`src/rtl/pip_pkg.sv`:
```
// ----------------------------------------------------------------------------
// Point-in-polygon package
// Shared widths, request and result codes, controller states and the record
// that travels from cell to cell along the edge chain.
// ----------------------------------------------------------------------------
package pip_pkg;

  localparam int IndexWidth      = 8;
  localparam int CountWidth      = 9;
  localparam int CoordFieldWidth = 16;
  localparam int InDataWidth     = 40;
  localparam int OutDataWidth    = 8;

  localparam logic REQ_LOAD  = 1'b0;
  localparam logic REQ_QUERY = 1'b1;

  typedef enum logic [1:0] {
    LOC_EXTERIOR = 2'd0,
    LOC_ON_EDGE  = 2'd1,
    LOC_INTERIOR = 2'd2
  } loc_t;

  typedef enum logic {
    ST_IDLE = 1'b0,
    ST_RUN  = 1'b1
  } state_t;

  // Query token and the running result that rides along with it.
  typedef struct packed {
    logic tok;
    logic parity;
    logic on_edge;
  } acc_t;

endpackage

```
`src/rtl/pip_cell.sv`:
```
// ----------------------------------------------------------------------------
// Point-in-polygon edge cell
// Holds one vertex and tests the edge from it to the next vertex in use.
// The cross product against the held query point is formed every cycle; when
// the token passes, the cell updates the crossing parity and on-edge flag.
// ----------------------------------------------------------------------------
module pip_cell #(
  parameter int INDEX        = 0,
  parameter int MAX_VERTICES = 256,
  parameter int COORD_WIDTH  = 16
) (
  input  logic                                    clk,
  input  logic                                    rst,
  input  logic                                    wr_valid,
  input  logic [pip_pkg::IndexWidth-1:0]          wr_index,
  input  logic signed [COORD_WIDTH-1:0]           wr_x,
  input  logic signed [COORD_WIDTH-1:0]           wr_y,
  input  logic [pip_pkg::CountWidth-1:0]          count,
  input  logic signed [COORD_WIDTH-1:0]           point_x,
  input  logic signed [COORD_WIDTH-1:0]           point_y,
  input  logic signed [COORD_WIDTH-1:0]           next_x,
  input  logic signed [COORD_WIDTH-1:0]           next_y,
  input  logic signed [COORD_WIDTH-1:0]           first_x,
  input  logic signed [COORD_WIDTH-1:0]           first_y,
  output logic signed [COORD_WIDTH-1:0]           vtx_x,
  output logic signed [COORD_WIDTH-1:0]           vtx_y,
  input  pip_pkg::acc_t                           chain_in,
  output pip_pkg::acc_t                           chain_out
);
  import pip_pkg::*;

  localparam int   DW      = COORD_WIDTH + 1;
  localparam int   PW      = 2 * COORD_WIDTH + 2;
  localparam int   CW      = PW + 1;
  localparam logic HasNext = (INDEX + 1 < MAX_VERTICES);

  logic                 use_next;
  logic                 active;
  logic signed [COORD_WIDTH-1:0] bx, by;
  logic signed [DW-1:0] dx_ab, dy_ab, dx_pa, dy_pa;
  logic signed [PW-1:0] prod_l, prod_r;
  logic                 box, straddle, rising;
  logic signed [CW-1:0] cr;
  logic                 cr_zero, cr_pos, cr_neg;
  logic                 hit, crossing;

  always_ff @(posedge clk) begin
    if (wr_valid && (32'(wr_index) == 32'(INDEX))) begin
      vtx_x <= wr_x;
      vtx_y <= wr_y;
    end
  end

  // The closing edge of the polygon wraps back to vertex zero.
  assign use_next = HasNext && (32'(count) > 32'(INDEX + 1));
  assign active   = 32'(count) > 32'(INDEX);
  assign bx       = use_next ? next_x : first_x;
  assign by       = use_next ? next_y : first_y;

  assign dx_ab = DW'(bx) - DW'(vtx_x);
  assign dy_ab = DW'(by) - DW'(vtx_y);
  assign dx_pa = DW'(point_x) - DW'(vtx_x);
  assign dy_pa = DW'(point_y) - DW'(vtx_y);

  // Geometry against the held point; settled before the token arrives.
  always_ff @(posedge clk) begin
    prod_l   <= PW'(dx_ab) * PW'(dy_pa);
    prod_r   <= PW'(dy_ab) * PW'(dx_pa);
    box      <= ((point_x >= vtx_x && point_x <= bx) || (point_x >= bx && point_x <= vtx_x)) &&
                ((point_y >= vtx_y && point_y <= by) || (point_y >= by && point_y <= vtx_y));
    straddle <= (vtx_x <= point_x) != (bx <= point_x);
    rising   <= vtx_x < bx;
  end

  assign cr      = CW'(prod_l) - CW'(prod_r);
  assign cr_zero = (cr == '0);
  assign cr_neg  = cr[CW-1];
  assign cr_pos  = !cr_neg && !cr_zero;

  assign hit      = active && cr_zero && box;
  assign crossing = active && straddle && (rising ? cr_pos : cr_neg);

  always_ff @(posedge clk) begin
    chain_out.parity  <= chain_in.parity ^ crossing;
    chain_out.on_edge <= chain_in.on_edge | hit;
    if (rst) begin
      chain_out.tok <= 1'b0;
    end else begin
      chain_out.tok <= chain_in.tok;
    end
  end

endmodule

```
`config.mk`:
```
export PLATFORM = sky130hd
export DESIGN_NAME = pip_cell
export DESIGN_NICKNAME = d
export VERILOG_FILES = /design/src/rtl/pip_pkg.sv /design/src/rtl/pip_cell.sv
export SDC_FILE = /design/constraint.sdc
export NUM_CORES = 2
export LEC_CHECK = 0
export ABC_AREA = 0
export BUFFER_PORTS_ARGS = -buffer_cell sky130_fd_sc_hd__buf_2
export CAP_MARGIN = 25
export CORE_UTILIZATION = 43
export CTS_CLUSTER_SIZE = 30
export DETAILED_ROUTE_END_ITERATION = 8
export PLACE_DENSITY = 0.57
export SYNTH_ARGS = -nofsm -noshare
export SYNTH_HDL_FRONTEND = slang
export SYNTH_SLANG_ARGS = --single-unit
```
`constraint.sdc`:
```
create_clock -name clk -period 17.1 [get_ports clk]
set_input_delay 3.42 -clock clk [delete_from_list [all_inputs] [get_ports clk]]
set_output_delay 3.42 -clock clk [all_outputs]
set_load 0.1 [all_outputs]
```
==> flow_summary.toml <==
[clocking]
cts_resized = 0
holdBufCountCts = 0
clk_pin_slew_ns = 0.08
post-cts-setup-buffer-count = 0
clock_sinks = 106
cts_made_buffers = 9
clk_latency_ns = 0.42
cts_tree = "yes"
cts_root_buf = "clkbuf_16"
clk_path_buf_depth = 2
h-tree-depth = 3

[placement]
gp_congestion = 0.957
dp.cells = 4603
portBuffers = 185
placed_cell_area_sq_um = 33100
dp_hpwl_um = 81100

[routing]
antenna_left = 0
remaining_drc_errors = 0
viasPerCell = 5.21
wire_per_inst_um = 20.6
drtIter0Drc = 1682
dr_total_vias = 24060
dr.pass1.iters = 5
finalWirelength_um = 95200

[timing]
tns_ns = 0
whs_ns = 0.745
rsz0062_at_grt = "no"
finalCritPeriodShare_pct = 82.5
timing.fmax_mhz = 70.9
slew-limit-headroom_pct = 27.5
hold_violations = 0
fin_crit_ns = 14.11
setup_violations = 0
tightest_slew_ns = 1.08
clock_skew_ns = 0.0261
maxSlewViolCount = 0

[synthesis]
ys_seq_area_share_pct = 7.96
ys_async_sr_fraction_pct = 0
syn_nets = 4529
yosys.area.top_type = "fa_1"
netlist_top_cells_area = "fa_1, ha_1, inv_1"
synth_edf_count = 32
ys_seq_elements = 106
synth_common_cells = "inv_1, fa_1, nor2_1, ha_1, nand2_1"
synthFlopType = "dfxtp_1"
synth_area_per_cell_sq_um = 8.82
yosysWarnings = 0
synth_cell_type_count = 92
postSynthCellCount = 3478
synth.most_common_cell = "inv_1"
synth_area_sq_um = 30700
netlist.area_leader.share_pct = 38.9

[grt]
antenna_found_initial = 4
grt_pass1_wl_um = 147000
overflow = 0
grt_pass1_vias = 24627
grt_max_degree = 35
grtUsageTotal_pct = 26.9

[critical_path]
cp.arrival_ns = 14.39
cpMostUsedCell = "fa_1"
critPathMaxStageDelay_ns = 0.87
end_kind = "register"
start_kind = "primary input"
path_class = "primary input to register"
critical-path-slowest-cell = "xor2_1"
cp_max_fo = 34
required_ns = 17.37

[hold_path]
worstHoldPathType = "register to register"

[die]
die_width_um = 269
die_area_sq_um = 72400
pin_count = 186
rows = 97
core_sq_um = 70300
start_util_pct = 43.7
die_y_um = 269

[finish]
nNetsFinal = 4727
drive_above_1_share_pct = 9.89
syn_to_final_growth_pct = 8.76
n_antenna_cell = 0
finalInstanceArea_sq_um = 33400
stdcell_count = 4621

[run_status]
status = "finished clean"

[run]
maxCapViolCount = 0
## cell type report
| type | count | area [sq um] |
|---|---|---|
| multi-input cells | 2500 | 25000 |
| inverters | 793 | 2980 |
| well taps | 940 | 1180 |
| fillers | 6838 | 36900 |
| flip-flops and latches | 106 | 2440 |
| clock buffers | 11 | 233 |
| repair buffers | 266 | 1530 |
| clock inverters | 5 | 55.1 |
## layer usage
layer / track usage (%) / vias up / part of all wire [%]
met3: 5.25 / 127 / 8.0
met2: 41.5 / 912 / 44
met4: 7.80 / 2 / 3.3
met1: 38.3 / 11864 / 45
li1: - / 11155 / -
met5: 0 / - / 0.011
## flip-flops by register name, indices dropped and copies added, names as in the netlist
register	flops
prod_l	34
prod_r	34
vtx_x	16
vtx_y	16
chain_out	3
box	1
rising	1
straddle	1
## through the flow
| step | util (%) | setup WS, ns |
|---|---|---|
| after floorplan | - | 4.39 |
| after global placement | 47.0 | 2.77 |
| after detailed placement | 47.1 | 2.62 |
| after CTS | 47.5 | 3.05 |
| after global routing | 47.5 | 2.41 |
| final | 47.5 | 2.99 |
## worst max-delay path: cells and delay by family
family	cells	cell delay, ns
compound gates	15	3.50
fa+ha+maj	9	4.07
mux	1	0.44
buf+inv	7	0.48
simple gates	5	1.50
xor+xnor	2	0.95
## layout by cell type (no fill, tap or decap), drive strengths merged, types with 34 or more instances in the layout
cell type / n
xnor2: 126
nand2b: 39
xor2: 44
a21oi: 118
fa: 597
nor2b: 43
buf: 266
o21ai: 71
nor2: 357
nand2: 299
ha: 303
a21o: 59
dfxtp: 74
nand3: 34
inv: 793
and2: 65
## worst paths after layout
path	startpoint	end	depth (start not counted)	slack (ns)
worst max-delay path	count[5]	prod_r[33]	39	2.99
worst min-delay path	box	chain_out[0]	3	0.74
worst max register to register	vtx_y[0]	prod_r[33]	35	7.17
worst min register to register	box	chain_out[0]	3	0.74
## cells by family (layout without fill, tap and decap cells)
group / after synthesis / after routing / synth area share, %
AO/OA/AOI/OAI: 414 / 414 / 8.99
XOR/XNOR: 170 / 170 / 4.85
adder cells (fa/ha/maj): 900 / 900 / 51.3
buffers and inverters: 872 / 1075 / 10.9
flip-flops: 106 / 106 / 7.96
multiplexers: 44 / 44 / 1.58
AND/OR/NAND/NOR: 972 / 972 / 14.5
Power is left out: the tool's default activity adds up to more than one toggle a clock period on the data nets, which glitch-free logic cannot reach.
